## src/ilir_pkg.sv

```systemverilog
// Shared constants, codes and control types of the indexed list unit.
`timescale 1ns / 1ps
`default_nettype none
package ilir_pkg;

	// List capacity and derived widths
	localparam int CAPACITY = 64;
	localparam int AW       = (CAPACITY > 1) ? $clog2(CAPACITY) : 1;
	localparam int CW       = $clog2(CAPACITY + 1);

	// Field widths
	localparam int FUNC_W    = 3;
	localparam int POS_W     = 7;
	localparam int WORD_W    = 32;
	localparam int STAT_W    = 2;
	localparam int CNT_OUT_W = 7;

	// Compare width for position against count
	localparam int CMPW = (CW > POS_W) ? CW : POS_W;

	// Stream packing, first field in the lowest bits
	localparam int FUNC_LSB = 0;
	localparam int POS_LSB  = FUNC_LSB + FUNC_W;
	localparam int WORD_LSB = POS_LSB + POS_W;
	localparam int IN_BITS  = FUNC_W + POS_W + WORD_W;
	localparam int IN_W     = ((IN_BITS + 7) / 8) * 8;
	localparam int OUT_BITS = STAT_W + WORD_W + CNT_OUT_W;
	localparam int OUT_W    = ((OUT_BITS + 7) / 8) * 8;

	typedef enum logic [FUNC_W-1:0] {
		OP_APPEND = 3'd0,
		OP_DROP   = 3'd1,
		OP_READ   = 3'd2,
		OP_WRITE  = 3'd3,
		OP_INSERT = 3'd4,
		OP_REMOVE = 3'd5,
		OP_CLEAR  = 3'd6,
		OP_NOP    = 3'd7
	} op_t;

	typedef enum logic [STAT_W-1:0] {
		ST_OK     = 2'd0,
		ST_BADPOS = 2'd1,
		ST_FULL   = 2'd2
	} status_t;

	typedef enum logic [2:0] {
		S_IDLE,
		S_DECODE,
		S_SHIFT_UP,
		S_PLACE,
		S_SHIFT_DN,
		S_DONE
	} state_t;

	// Memory write selection
	typedef enum logic [2:0] {
		W_NONE,
		W_TAIL,   // entry at count <- request word
		W_POS,    // entry at position <- request word
		W_UP,     // entry at index + 1 <- read data
		W_DN      // entry at index <- read data
	} wr_t;

	// Memory read selection
	typedef enum logic [2:0] {
		R_NONE,
		R_POS,    // position
		R_LAST,   // count - 1
		R_NEXT,   // position + 1
		R_DEC,    // index - 1
		R_SKIP2   // index + 2
	} rd_t;

	typedef enum logic [2:0] {
		I_HOLD,
		I_LAST,
		I_POS,
		I_DEC,
		I_INC
	} idx_t;

	typedef enum logic [1:0] {
		C_HOLD,
		C_INC,
		C_DEC,
		C_CLR
	} cnt_t;

	// Commands from controller to datapath
	typedef struct packed {
		logic    load_req;
		wr_t     wr;
		rd_t     rd;
		idx_t    idx;
		cnt_t    cnt;
		logic    set_status;
		status_t status;
		logic    out_load;
	} cmd_t;

	// Status from datapath to controller
	typedef struct packed {
		op_t  func;
		logic pos_lt_cnt;
		logic pos_le_cnt;
		logic pos_at_tail;
		logic full;
		logic empty;
		logic idx_at_pos;
		logic idx_at_end;
		logic out_free;
	} flags_t;

endpackage
`default_nettype wire

```

## src/ilir_dpath.sv

```systemverilog
// Datapath of the indexed list unit: request registers, entry memory, count and result register.
`timescale 1ns / 1ps
`default_nettype none
module ilir_dpath (
	input  wire logic                  clk,
	input  wire logic                  arst_n,
	input  wire logic [ilir_pkg::IN_W-1:0]  s_tdata,
	input  wire ilir_pkg::cmd_t        cmd,
	output ilir_pkg::flags_t           flags,
	output logic                       m_tvalid,
	input  wire logic                  m_tready,
	output logic [ilir_pkg::OUT_W-1:0] m_tdata
);
	import ilir_pkg::*;

	op_t               func_q;
	logic [POS_W-1:0]  pos_q;
	logic [WORD_W-1:0] word_q;
	logic [CW-1:0]     count_q;
	logic [AW-1:0]     idx_q;
	status_t           status_q;
	logic [WORD_W-1:0] mem [CAPACITY];
	logic [WORD_W-1:0] rdata_q;

	logic                 out_valid_q;
	logic [STAT_W-1:0]    out_status_q;
	logic [WORD_W-1:0]    out_value_q;
	logic [CNT_OUT_W-1:0] out_count_q;

	logic [CMPW-1:0]   pos_ext;
	logic [CMPW-1:0]   cnt_ext;
	logic [AW-1:0]     pos_a;
	logic [AW-1:0]     cnt_a;
	logic [AW-1:0]     waddr;
	logic [AW-1:0]     raddr;
	logic [WORD_W-1:0] wdata;
	logic              we;
	logic              re;
	logic [WORD_W-1:0] result_value;
	logic              out_free;

	// Capture the request on each accepted transaction
	always_ff @(posedge clk) begin
		if (cmd.load_req) begin
			func_q <= op_t'(s_tdata[FUNC_LSB +: FUNC_W]);
			pos_q  <= s_tdata[POS_LSB +: POS_W];
			word_q <= s_tdata[WORD_LSB +: WORD_W];
		end
	end

	// Compare position and index against the live count
	assign pos_ext = CMPW'(pos_q);
	assign cnt_ext = CMPW'(count_q);
	assign pos_a   = pos_ext[AW-1:0];
	assign cnt_a   = count_q[AW-1:0];
	assign out_free = !out_valid_q || m_tready;

	always_comb begin
		flags.func        = func_q;
		flags.pos_lt_cnt  = pos_ext < cnt_ext;
		flags.pos_le_cnt  = pos_ext <= cnt_ext;
		flags.pos_at_tail = ({1'b0, pos_ext} + (CMPW+1)'(1)) == {1'b0, cnt_ext};
		flags.full        = count_q == CW'(CAPACITY);
		flags.empty       = count_q == '0;
		flags.idx_at_pos  = CMPW'(idx_q) == pos_ext;
		flags.idx_at_end  = ((CW+1)'(idx_q) + (CW+1)'(2)) == (CW+1)'(count_q);
		flags.out_free    = out_free;
	end

	// Select write address and data
	always_comb begin
		we    = 1'b1;
		waddr = cnt_a;
		wdata = word_q;
		case (cmd.wr)
			W_TAIL: begin
				waddr = cnt_a;
				wdata = word_q;
			end
			W_POS: begin
				waddr = pos_a;
				wdata = word_q;
			end
			W_UP: begin
				waddr = idx_q + AW'(1);
				wdata = rdata_q;
			end
			W_DN: begin
				waddr = idx_q;
				wdata = rdata_q;
			end
			default: begin
				we = 1'b0;
			end
		endcase
	end

	// Select read address
	always_comb begin
		re    = 1'b1;
		raddr = pos_a;
		case (cmd.rd)
			R_POS:   raddr = pos_a;
			R_LAST:  raddr = cnt_a - AW'(1);
			R_NEXT:  raddr = pos_a + AW'(1);
			R_DEC:   raddr = idx_q - AW'(1);
			R_SKIP2: raddr = idx_q + AW'(2);
			default: re = 1'b0;
		endcase
	end

	// Entry memory, one write and one registered read per cycle
	always_ff @(posedge clk) begin
		if (we) begin
			mem[waddr] <= wdata;
		end
		if (re) begin
			rdata_q <= mem[raddr];
		end
	end

	// Advance the shift index
	always_ff @(posedge clk or negedge arst_n) begin
		if (!arst_n) begin
			idx_q <= '0;
		end else begin
			case (cmd.idx)
				I_LAST:  idx_q <= cnt_a - AW'(1);
				I_POS:   idx_q <= pos_a;
				I_DEC:   idx_q <= idx_q - AW'(1);
				I_INC:   idx_q <= idx_q + AW'(1);
				default: idx_q <= idx_q;
			endcase
		end
	end

	// Update the live count and the request status
	always_ff @(posedge clk or negedge arst_n) begin
		if (!arst_n) begin
			count_q  <= '0;
			status_q <= ST_OK;
		end else begin
			case (cmd.cnt)
				C_INC:   count_q <= count_q + CW'(1);
				C_DEC:   count_q <= count_q - CW'(1);
				C_CLR:   count_q <= '0;
				default: count_q <= count_q;
			endcase
			if (cmd.set_status) begin
				status_q <= cmd.status;
			end
		end
	end

	// Form the read word of the result
	always_comb begin
		result_value = '0;
		if (func_q == OP_READ) begin
			result_value = (status_q == ST_BADPOS) ? '1 : rdata_q;
		end
	end

	// Result register, held until the transaction completes
	always_ff @(posedge clk or negedge arst_n) begin
		if (!arst_n) begin
			out_valid_q <= 1'b0;
		end else if (cmd.out_load) begin
			out_valid_q <= 1'b1;
		end else if (m_tready) begin
			out_valid_q <= 1'b0;
		end
	end

	always_ff @(posedge clk) begin
		if (cmd.out_load) begin
			out_status_q <= status_q;
			out_value_q  <= result_value;
			out_count_q  <= CNT_OUT_W'(count_q);
		end
	end

	assign m_tvalid = out_valid_q;
	assign m_tdata  = {{(OUT_W-OUT_BITS){1'b0}}, out_count_q, out_value_q, out_status_q};

	// Count never exceeds the capacity
	a_count_bound: assert property (@(posedge clk) disable iff (!arst_n)
		count_q <= CW'(CAPACITY))
		else $error("live count above capacity");

	// A shift never reads the entry it writes in the same cycle
	a_no_rw_clash: assert property (@(posedge clk) disable iff (!arst_n)
		(we && re) |-> (waddr != raddr))
		else $error("read and write at the same entry");

	// The result register is loaded only when it is free
	a_load_free: assert property (@(posedge clk) disable iff (!arst_n)
		cmd.out_load |-> out_free)
		else $error("result overwritten before taken");

	// A downward shift stays within the live entries
	a_dn_in_range: assert property (@(posedge clk) disable iff (!arst_n)
		(cmd.wr == W_DN) |-> ((CW+1)'(idx_q) + (CW+1)'(1) < (CW+1)'(count_q)))
		else $error("downward shift past the live entries");

endmodule
`default_nettype wire

```

## src/ilir_ctrl.sv

```systemverilog
// Controller state machine of the indexed list unit.
`timescale 1ns / 1ps
`default_nettype none
module ilir_ctrl (
	input  wire logic             clk,
	input  wire logic             arst_n,
	input  wire logic             s_tvalid,
	output logic                  s_tready,
	input  wire ilir_pkg::flags_t flags,
	output ilir_pkg::cmd_t        cmd
);
	import ilir_pkg::*;

	state_t state_q;
	state_t state_d;

	// Hold the state
	always_ff @(posedge clk or negedge arst_n) begin
		if (!arst_n) begin
			state_q <= S_IDLE;
		end else begin
			state_q <= state_d;
		end
	end

	// Next state
	always_comb begin
		state_d = state_q;
		case (state_q)
			S_IDLE: begin
				if (s_tvalid) begin
					state_d = S_DECODE;
				end
			end
			S_DECODE: begin
				state_d = S_DONE;
				if (flags.func == OP_INSERT && flags.pos_le_cnt && !flags.full &&
				    flags.pos_lt_cnt) begin
					state_d = S_SHIFT_UP;
				end
				if (flags.func == OP_REMOVE && flags.pos_lt_cnt && !flags.pos_at_tail) begin
					state_d = S_SHIFT_DN;
				end
			end
			S_SHIFT_UP: begin
				if (flags.idx_at_pos) begin
					state_d = S_PLACE;
				end
			end
			S_PLACE: begin
				state_d = S_DONE;
			end
			S_SHIFT_DN: begin
				if (flags.idx_at_end) begin
					state_d = S_DONE;
				end
			end
			S_DONE: begin
				if (flags.out_free) begin
					state_d = S_IDLE;
				end
			end
			default: begin
				state_d = S_IDLE;
			end
		endcase
	end

	// Commands
	always_comb begin
		s_tready       = 1'b0;
		cmd.load_req   = 1'b0;
		cmd.wr         = W_NONE;
		cmd.rd         = R_NONE;
		cmd.idx        = I_HOLD;
		cmd.cnt        = C_HOLD;
		cmd.set_status = 1'b0;
		cmd.status     = ST_OK;
		cmd.out_load   = 1'b0;
		case (state_q)
			S_IDLE: begin
				s_tready     = 1'b1;
				cmd.load_req = s_tvalid;
			end
			S_DECODE: begin
				cmd.set_status = 1'b1;
				case (flags.func)
					OP_APPEND: begin
						if (flags.full) begin
							cmd.status = ST_FULL;
						end else begin
							cmd.wr  = W_TAIL;
							cmd.cnt = C_INC;
						end
					end
					OP_DROP: begin
						if (!flags.empty) begin
							cmd.cnt = C_DEC;
						end
					end
					OP_READ: begin
						if (flags.pos_lt_cnt) begin
							cmd.rd = R_POS;
						end else begin
							cmd.status = ST_BADPOS;
						end
					end
					OP_WRITE: begin
						if (flags.pos_lt_cnt) begin
							cmd.wr = W_POS;
						end else begin
							cmd.status = ST_BADPOS;
						end
					end
					OP_INSERT: begin
						if (!flags.pos_le_cnt) begin
							cmd.status = ST_BADPOS;
						end else if (flags.full) begin
							cmd.status = ST_FULL;
						end else if (!flags.pos_lt_cnt) begin
							// insert at the end appends
							cmd.wr  = W_POS;
							cmd.cnt = C_INC;
						end else begin
							cmd.rd  = R_LAST;
							cmd.idx = I_LAST;
						end
					end
					OP_REMOVE: begin
						if (!flags.pos_lt_cnt) begin
							cmd.status = ST_BADPOS;
						end else if (flags.pos_at_tail) begin
							cmd.cnt = C_DEC;
						end else begin
							cmd.rd  = R_NEXT;
							cmd.idx = I_POS;
						end
					end
					OP_CLEAR: begin
						cmd.cnt = C_CLR;
					end
					default: begin
						cmd.status = ST_OK;
					end
				endcase
			end
			S_SHIFT_UP: begin
				cmd.wr = W_UP;
				if (!flags.idx_at_pos) begin
					cmd.rd  = R_DEC;
					cmd.idx = I_DEC;
				end
			end
			S_PLACE: begin
				cmd.wr  = W_POS;
				cmd.cnt = C_INC;
			end
			S_SHIFT_DN: begin
				cmd.wr = W_DN;
				if (flags.idx_at_end) begin
					cmd.cnt = C_DEC;
				end else begin
					cmd.rd  = R_SKIP2;
					cmd.idx = I_INC;
				end
			end
			S_DONE: begin
				cmd.out_load = flags.out_free;
			end
			default: begin
				s_tready = 1'b0;
			end
		endcase
	end

endmodule
`default_nettype wire

```

## src/indexed_list_insert_remove_unit.sv

```systemverilog
// Top level of the indexed list unit: controller and datapath.
//
//  channel  | dir | tdata fields (lowest bit up)                 | width
//  ---------+-----+----------------------------------------------+------
//  s_*      | in  | func[2:0], position[9:3], write_value[41:10] | 48
//  m_*      | out | status[1:0], read_value[33:2], count[40:34]  | 48
//
// One request at a time. Append, drop last, read, write, clear, insert at the
// end, removal of the last entry and bad requests go from decode straight to
// the result; insert at position p below count n passes through the shift-up
// and place states and any other remove through the shift-down state, one entry
// moved per cycle through the entry memory's write port and registered read port.
// Reset clears the count and all control state; entry contents stay undefined.
// A pending result waits in its register while the next request is accepted;
// the controller stalls at the end of that request until the result is taken.
`timescale 1ns / 1ps
`default_nettype none
module indexed_list_insert_remove_unit (
	input  wire logic                       clk,
	input  wire logic                       arst_n,
	input  wire logic                       s_tvalid,
	output logic                            s_tready,
	input  wire logic [ilir_pkg::IN_W-1:0]  s_tdata,  // func, position, write_value
	output logic                            m_tvalid,
	input  wire logic                       m_tready,
	output logic [ilir_pkg::OUT_W-1:0]      m_tdata   // status, read_value, count
);
	import ilir_pkg::*;

	cmd_t   cmd;
	flags_t flags;

	ilir_ctrl u_ctrl (
		.clk      (clk),
		.arst_n   (arst_n),
		.s_tvalid (s_tvalid),
		.s_tready (s_tready),
		.flags    (flags),
		.cmd      (cmd)
	);

	ilir_dpath u_dpath (
		.clk      (clk),
		.arst_n   (arst_n),
		.s_tdata  (s_tdata),
		.cmd      (cmd),
		.flags    (flags),
		.m_tvalid (m_tvalid),
		.m_tready (m_tready),
		.m_tdata  (m_tdata)
	);

endmodule
`default_nettype wire

```

## config.mk

```make
export PLATFORM = sky130hd
export DESIGN_NAME = indexed_list_insert_remove_unit
export DESIGN_NICKNAME = d
export VERILOG_FILES = /design/src/ilir_pkg.sv /design/src/ilir_dpath.sv /design/src/ilir_ctrl.sv /design/src/indexed_list_insert_remove_unit.sv
export SDC_FILE = /design/constraint.sdc
export NUM_CORES = 2
export LEC_CHECK = 0
export BUFFER_PORTS_ARGS = -buffer_cell sky130_fd_sc_hd__clkbuf_2
export CAP_MARGIN = 10
export CORE_MARGIN = 3
export CORE_UTILIZATION = 23
export DETAILED_ROUTE_END_ITERATION = 10
export PLACE_DENSITY = 0.42
export SLEW_MARGIN = 20
export SYNTH_ARGS = -nofsm -noshare
export SYNTH_HDL_FRONTEND = slang
export SYNTH_SLANG_ARGS = --single-unit
```

## constraint.sdc

```tcl
create_clock -name clk -period 7 [get_ports clk]
set_input_delay 0.7 -clock clk [delete_from_list [all_inputs] [get_ports clk]]
set_output_delay 0.7 -clock clk [all_outputs]
set_load 0.05 [all_outputs]
```

Word-level counts from Yosys, hierarchy flattened
Memories as Yosys holds them, arrays and structs flattened. A register that Yosys moved wholly into a read port is not among the register bits.
Cells that the tools add are included.
{ "totals": {"regBits": 102, "latch_bits": 0, "ram_bits": 2048, "rom_bits": 0, "inputBits": 52, "output_inout_bits": 50, "word_cells": 128, "mem_count": 1} }
{ "op_classes": {"addsub": 9, "multipliers": 0, "div": 0, "n_lt_le_gt_ge": 2, "eq_ne": 36, "n_shift": 0, "muxes": 49, "bitwise": 0, "reduce_logical": 20} }
{ "memory_table": {"columns": ["name", "depth", "word_bits", "rd", "rd_ports_with_merged_regs", "write_ports", "line_no", "rtl"], "rows": [
  ["u_dpath.mem", 64, 32, 1, 1, 1, "ilir_dpath.sv:22", "logic [WORD_W-1:0] mem [CAPACITY];"]
]} }
{ "ops": {"columns": ["op", "count"], "rows": [
  ["$mux W32", 2],
  ["$pmux W6 S4", 2],
  ["$pmux W6 S3", 2],
  ["$eq A3 B2 Y1 const B", 10],
  ["$eq A3 B3 Y1 const B", 9],
  ["$mux W3", 7],
  ["$pmux W7 S3", 1],
  ["$pmux W3 S3", 2],
  ["$pmux W3 S6", 1],
  ["$eq A8 B7 Y1", 2],
  ["$eq A3 B1 Y1 const B", 5],
  ["$mux W2", 7],
  ["$mux W1", 13],
  ["$add A6 B1 Y6 const B", 2],
  ["$mux W6", 2],
  ["$pmux W2 S3", 2],
  ["$pmux W3 S4", 1],
  ["$sub A6 B1 Y6 const B", 2],
  ["$mux W11", 1],
  ["$mux W10", 1],
  ["$mux W5", 2],
  ["$pmux W2 S5", 1],
  ["$add A7 B1 Y8 const B", 1],
  ["$add A6 B2 Y7 const B", 1],
  ["other kinds (26)", 37]
]} }

Logic depth before layout (Yosys ltp)
{ "depth": {"word_depth": 11, "ltp_mapped": 22, "mapped_depth_nobuf": 21} }

Hierarchy
A second synthesis with hierarchy kept.
{ "unflattened": {"hier_cells": 6105, "area_unflattened_um2": 91555.3} }
{ "modules_own_cells": {"columns": ["mod", "n_inst", "cells_per_inst", "area_per_inst_um2", "seq_area_each_um2"], "rows": [
  ["ilir_dpath", 1, 6025, 90998.5, 65352.7],
  ["ilir_ctrl", 1, 80, 556.8, 75.1]
]} }

Worst setup path before layout
OpenSTA, ideal clock, no wires.
{ "synth_path": {"kind": "reg2reg", "from": "register u_dpath.count_q[4] (netlist: u_dpath.cnt_ext[4])", "to": "memory u_dpath.mem[1][0] (enable)", "setup_time_ns": 0.421, "arrival_ns": 4.802, "required_ns": 6.579, "setup_slack_ns": 1.777, "path_stages_with_launch": 16, "n_path_buf": 1, "synth_period_minus_slack_ns": 5.223, "cell_sequence": "dfrtp_1 > clkbuf_1 > inv_1 > ha_1 > a211oi_1 > nor2_1 > or2_2 > nor2_1 > o31ai_1 > a21oi_1 > nor2_1 > nor2_1 > a211oi_1 > a21oi_1 > nand4_1 > nor2_1"} }
{ "synth_between": {"elab_chain_cells": 11, "elab_cells_between_ends": 19, "classes_between": "order compare: 2; eq/ne: 5; mux: 11; reduce/logical: 1"} }
{ "synth_lines": {"columns": ["item", "line_no", "rtl"], "rows": [
  ["start: declaration", "ilir_dpath.sv:19", "logic [CW-1:0] count_q;"],
  ["start signal: assignment", "ilir_dpath.sv:144", "C_INC: count_q <= count_q + CW'(1);"],
  ["start signal: assignment", "ilir_dpath.sv:145", "C_DEC: count_q <= count_q - CW'(1);"],
  ["start signal: assignment", "ilir_dpath.sv:147", "default: count_q <= count_q;"],
  ["$lt A7 B7 Y1", "ilir_dpath.sv:60", "flags.pos_lt_cnt = pos_ext < cnt_ext;"],
  ["$mux W2", "ilir_ctrl.sv:120", "end else if (!flags.pos_lt_cnt) begin"],
  ["$mux W10", "ilir_ctrl.sv:118", "end else if (flags.full) begin"],
  ["$mux W11", "ilir_ctrl.sv:116", "if (!flags.pos_le_cnt) begin"],
  ["$pmux W3 S3", "ilir_ctrl.sv:87", "case (flags.func)"],
  ["$pmux W3 S4", "ilir_ctrl.sv:80", "case (state_q)"],
  ["$eq A3 B1 Y1, or another cell as far along", "ilir_dpath.sv:75", "case (cmd.wr)"],
  ["$reduce_or A4 Y1 (no source line)", null, null],
  ["$mux W1", "ilir_dpath.sv:75", null],
  ["$mux W1", "ilir_dpath.sv:114", "if (we) begin"],
  ["$mux W1 (implied by the code)", "ilir_dpath.sv:115", "mem[waddr] <= wdata;"],
  ["end: declaration", "ilir_dpath.sv:22", null]
]} }
Parallel ways exist; a longest one is shown, timed or not.

Final worst setup path
{ "layout_path": {"from": "register u_dpath.pos_q[3] (netlist: u_dpath.pos_ext[3])", "to": "register u_dpath.rdata_q[30], read port of u_dpath.mem (data pin)"} }
{ "layout_between": {"elab_chain_cells": 9, "elab_cells_between_ends": 23, "classes_between": "add/sub: 2; order compare: 2; eq/ne: 7; mux: 11; reduce/logical: 1"} }
{ "layout_lines": {"columns": ["item", "line_no", "rtl"], "rows": [
  ["start: declaration", "ilir_dpath.sv:17", "logic [POS_W-1:0] pos_q;"],
  ["start signal: assignment", "ilir_dpath.sv:46", "pos_q <= s_tdata[POS_LSB +: POS_W];"],
  ["$add A7 B1 Y8 / $lt A7 B7 Y1 (equally long branches)", "ilir_dpath.sv:62, ilir_dpath.sv:60", null],
  ["$eq A8 B7 Y1 / $mux W5 (equally long branches)", "ilir_dpath.sv:62, ilir_ctrl.sv:120", null],
  ["$mux W5 / $mux W10 (equally long branches)", "ilir_ctrl.sv:132, ilir_ctrl.sv:118", null],
  ["$mux W7 / $mux W11 (equally long branches)", "ilir_ctrl.sv:130, ilir_ctrl.sv:116", null],
  ["$pmux W3 S3", "ilir_ctrl.sv:87", null],
  ["$pmux W6 S3", "ilir_ctrl.sv:80", null],
  ["$eq A3 B1 Y1, or another cell as far along", "ilir_dpath.sv:102", "case (cmd.rd)"],
  ["$reduce_or A5 Y1 (no source line)", null, null],
  ["$mux W1", "ilir_dpath.sv:102", null],
  ["end: declaration", "ilir_dpath.sv:23", "logic [WORD_W-1:0] rdata_q;"]
]} }
Parallel ways exist; a longest one is shown, timed or not.
A chain may end at the register's enable or synchronous reset.

==> results.ini <==
[worst_setup_path]
cp_slowest_stage_delay_ns = 0.73
critPathKind = flop to flop
critPathArrivalTime_ns = 6.75
worst_setup_path_start_kind = flop
rr_worst_depth = 16
rrSetupSlack_ns = 0.84
endpoint_kind = flop
crit_fanout = 38
crit_family = compound AO/OA/AOI/OAI gates
critPathBufInv = 3
required_ns = 7.59
slowest_stage = a221oi_1
regToRegStartpoint = u_dpath.pos_ext[3]
path_cells = ha_1 -> a211oi_1 -> nor2_1 -> or2_2 -> nor2_1 -> a31oi_4 -> o221ai_4 -> buf_4 -> nand2_4 -> buf_12 -> buf_4 -> a211oi_1 -> a31oi_1 -> a32o_1 -> a221oi_1 -> a221oi_2
rr_endpoint = u_dpath.rdata_q[30]

[clocking]
clockBufferDepth = 4
cts_resized = 0
postCtsHoldBufs = 43
cts.clk_slew.worst_paths_ns = 0.06
clock-root-buffer = clkbuf_16
numCtsBuffers = 243
cts.sinks = 2182
cts_tree = done
clk_latency_ns = 0.91
htree_num_levels = 4
postCtsSetupRepairBufs = 0

[place]
dp_hpwl_um = 166000
place_congestion = 0.822
io_buffers = 88
placed_cell_area_um2 = 96900
dp_slack_ns = 0.976

[sta]
period_needed_ns = 6.16
fin_tns_setup_ns = 0
worst_slew_pin_slew_ns = 1.21
finalWorstSetupSlack_ns = 0.840
finalSetupViolCount = 0
rsz0062_at_grt = false
drv_slew = 0
hold_viol = 0
finClkSkew_ns = 0.0645
timing.final.crit_share_pct = 88.0
holdWs_ns = 0.168
maxSlewHeadroom_pct = 19.5
fmax_mhz = 162

[routing]
wl_per_cell_um = 25.9
vias_per_cell = 4.72
vias = 54630
first_pass_iters = 6
wirelength_um = 300000
drc = 0
drt_iter0_drc = 5308
antenna_left = 0

[synthesis]
synthXorXnorAreaFrac_pct = 0.442
synthAdderAreaFrac_pct = 0.305
syn_avg_cell_area_um2 = 14.5
muxShareOfSynthArea_pct = 2.01
synth.distinct_cells = 73
yosys_register_bits = 2182
synth_top_family_by_area = simple AND/OR/NAND/NOR gates
yosysSeqAreaShare_pct = 73.9
ys.flop_type = edfxtp_1
synth-simple-area-share_pct = 10.5
synth-edff-count = 2163
synth_area_um2 = 88600
async_flop_share_pct = 0.871
ys_warn_count = 0
synth-compound-area-share_pct = 10.3
netlist_instances = 6117

[grt]
grt_overflow_total = 0
antenna_found_initial = 15
grt_max_degree = 150
grt_pass1_vias = 53434
grt_pass1_wl_um = 419000
track_usage_pct = 14.8

[final_layout]
postLayoutCellArea_um2 = 105000
mostFrequentLayoutCells = 2,163 x edfxtp_1, 1,152 x nand2_1, 456 x and3_1
drive_above_1_share_pct = 14.1
final_common_cell = edfxtp_1
syn_to_final_growth_pct = 18.3
nets = 6420

[run_status]
outcome = finished, final reports clean

[floorplanning]
coreArea_um2 = 383000
die_area_um2 = 393000
fp.dieW_um = 627
start_util_pct = 23.1
row_count = 227
num_io_pins = 102
die_y_um = 627

[power_and_ir_drop]
vdd_drop_max_uv = 209
power_density_nw_per_um2 = 251
leakagePower_nw = 30.5
power.total_mw = 26.3

[worst_hold_path]
hp-start = m_tready
holdCritPathClass = input port to flop
min_to = u_dpath.m_tvalid
hold_path_depth = 3

[job]
max_cap_viol_count = 0

power breakdown:
| part | switching, mW | total (mW) | internal [mW] | leakage (nW) |
|---|---|---|---|---|
| Sequential | 0.0000000000000000151 | 14.1 | 14.1 | 12.9 |
| Clock | 5.16 | 12.1 | 6.94 | 3.63 |
| Combinational | 0.0200 | 0.0445 | 0.0244 | 14.0 |
cell families (layout without fill, tap and decap cells):
| family | count (synthesis) | count (layout) |
|---|---|---|
| other | 1 | 12 |
| xor gates and xnor gates | 43 | 43 |
| and+or+nand+nor | 2044 | 2044 |
| AOI/OAI and AO/OA | 1208 | 1208 |
| DFF | 2182 | 2182 |
| muxes | 132 | 132 |
| adders and majority gates | 21 | 21 |
| buffers and inverters | 486 | 897 |
state kept, by name, indices dropped and copies added, names as in the netlist:
signal / cells
u_dpath.status_q: 2
u_dpath.idx_q: 6
u_dpath.out_status_q: 2
u_dpath.rdata_q: 32
u_dpath.out_count_q: 7
u_dpath.mem: 2048
u_ctrl.state_q: 3
u_dpath.word_q: 32
u_dpath.out_value_q: 32
u_dpath.pos_ext: 7
u_dpath.func_q: 3
u_dpath.cnt_ext: 7
u_dpath.m_tvalid: 1
cell type report:
type,count,area (µm²)
clock inverter,130,1080
inverter,19,71.3
sequential,2182,65400
timing repair buffer,446,3960
clock buffer,302,6320
fill,38719,278000
antenna,5,12.5
multi-input combinational,3455,21600
tap,5038,6300
synth_stat cells, drive strengths merged (36+ instances only):
cell type  number  area share (%)
a211oi        360             3.1
a21oi         136            0.77
a221oi         79            0.97
a22oi          51            0.43
a31oi         170             1.2
a32o           46            0.52
and3          457             3.2
buf           233             1.5
clkbuf        234            0.99
edfxtp       2163              73
mux2i          65            0.73
nand2        1154             4.9
nand3         230             1.3
nor2          116            0.52
o2111a         46            0.58
o21a           36            0.31
o21bai        141             1.2
layer usage:
metal,up-vias,track usage (%),part of all wire (%)
li1,24148,-,-
met1,28534,20.2,44
met2,1605,24.5,47
met3,341,2.00,5.4
met4,2,4.37,2.9
met5,-,0,0.0040
worst max path at each step:
stage,from,to,slack (ns),depth (start not counted)
after floorplan,u_dpath.cnt_ext[4],u_dpath.mem[1][0],1.78,15
after global placement,u_dpath.pos_ext[5],u_dpath.rdata_q[26],0.89,16
after detailed placement,u_dpath.pos_ext[3],u_dpath.rdata_q[26],0.98,16
after CTS,u_dpath.pos_ext[5],u_dpath.rdata_q[26],0.88,16
after global routing,u_dpath.pos_ext[0],u_dpath.rdata_q[30],0.65,14
final,u_dpath.pos_ext[3],u_dpath.rdata_q[30],0.84,16
stage by stage:
| stage | util, % | instances |
|---|---|---|
| after global placement | 25.3 | 11095 |
| final | 27.4 | 11577 |
| after detailed placement | 25.3 | 11095 |
| after CTS | 27.4 | 11570 |
| after floorplan | - | 6123 |
| after global routing | 27.4 | 11573 |
worst min-delay path, cell delays in order:
cell,delay [ns]
clkbuf_2,0.07
nand2b_1,0.18
nand2_1,0.07
No activity file was read; power rests on OpenSTA's default activity.
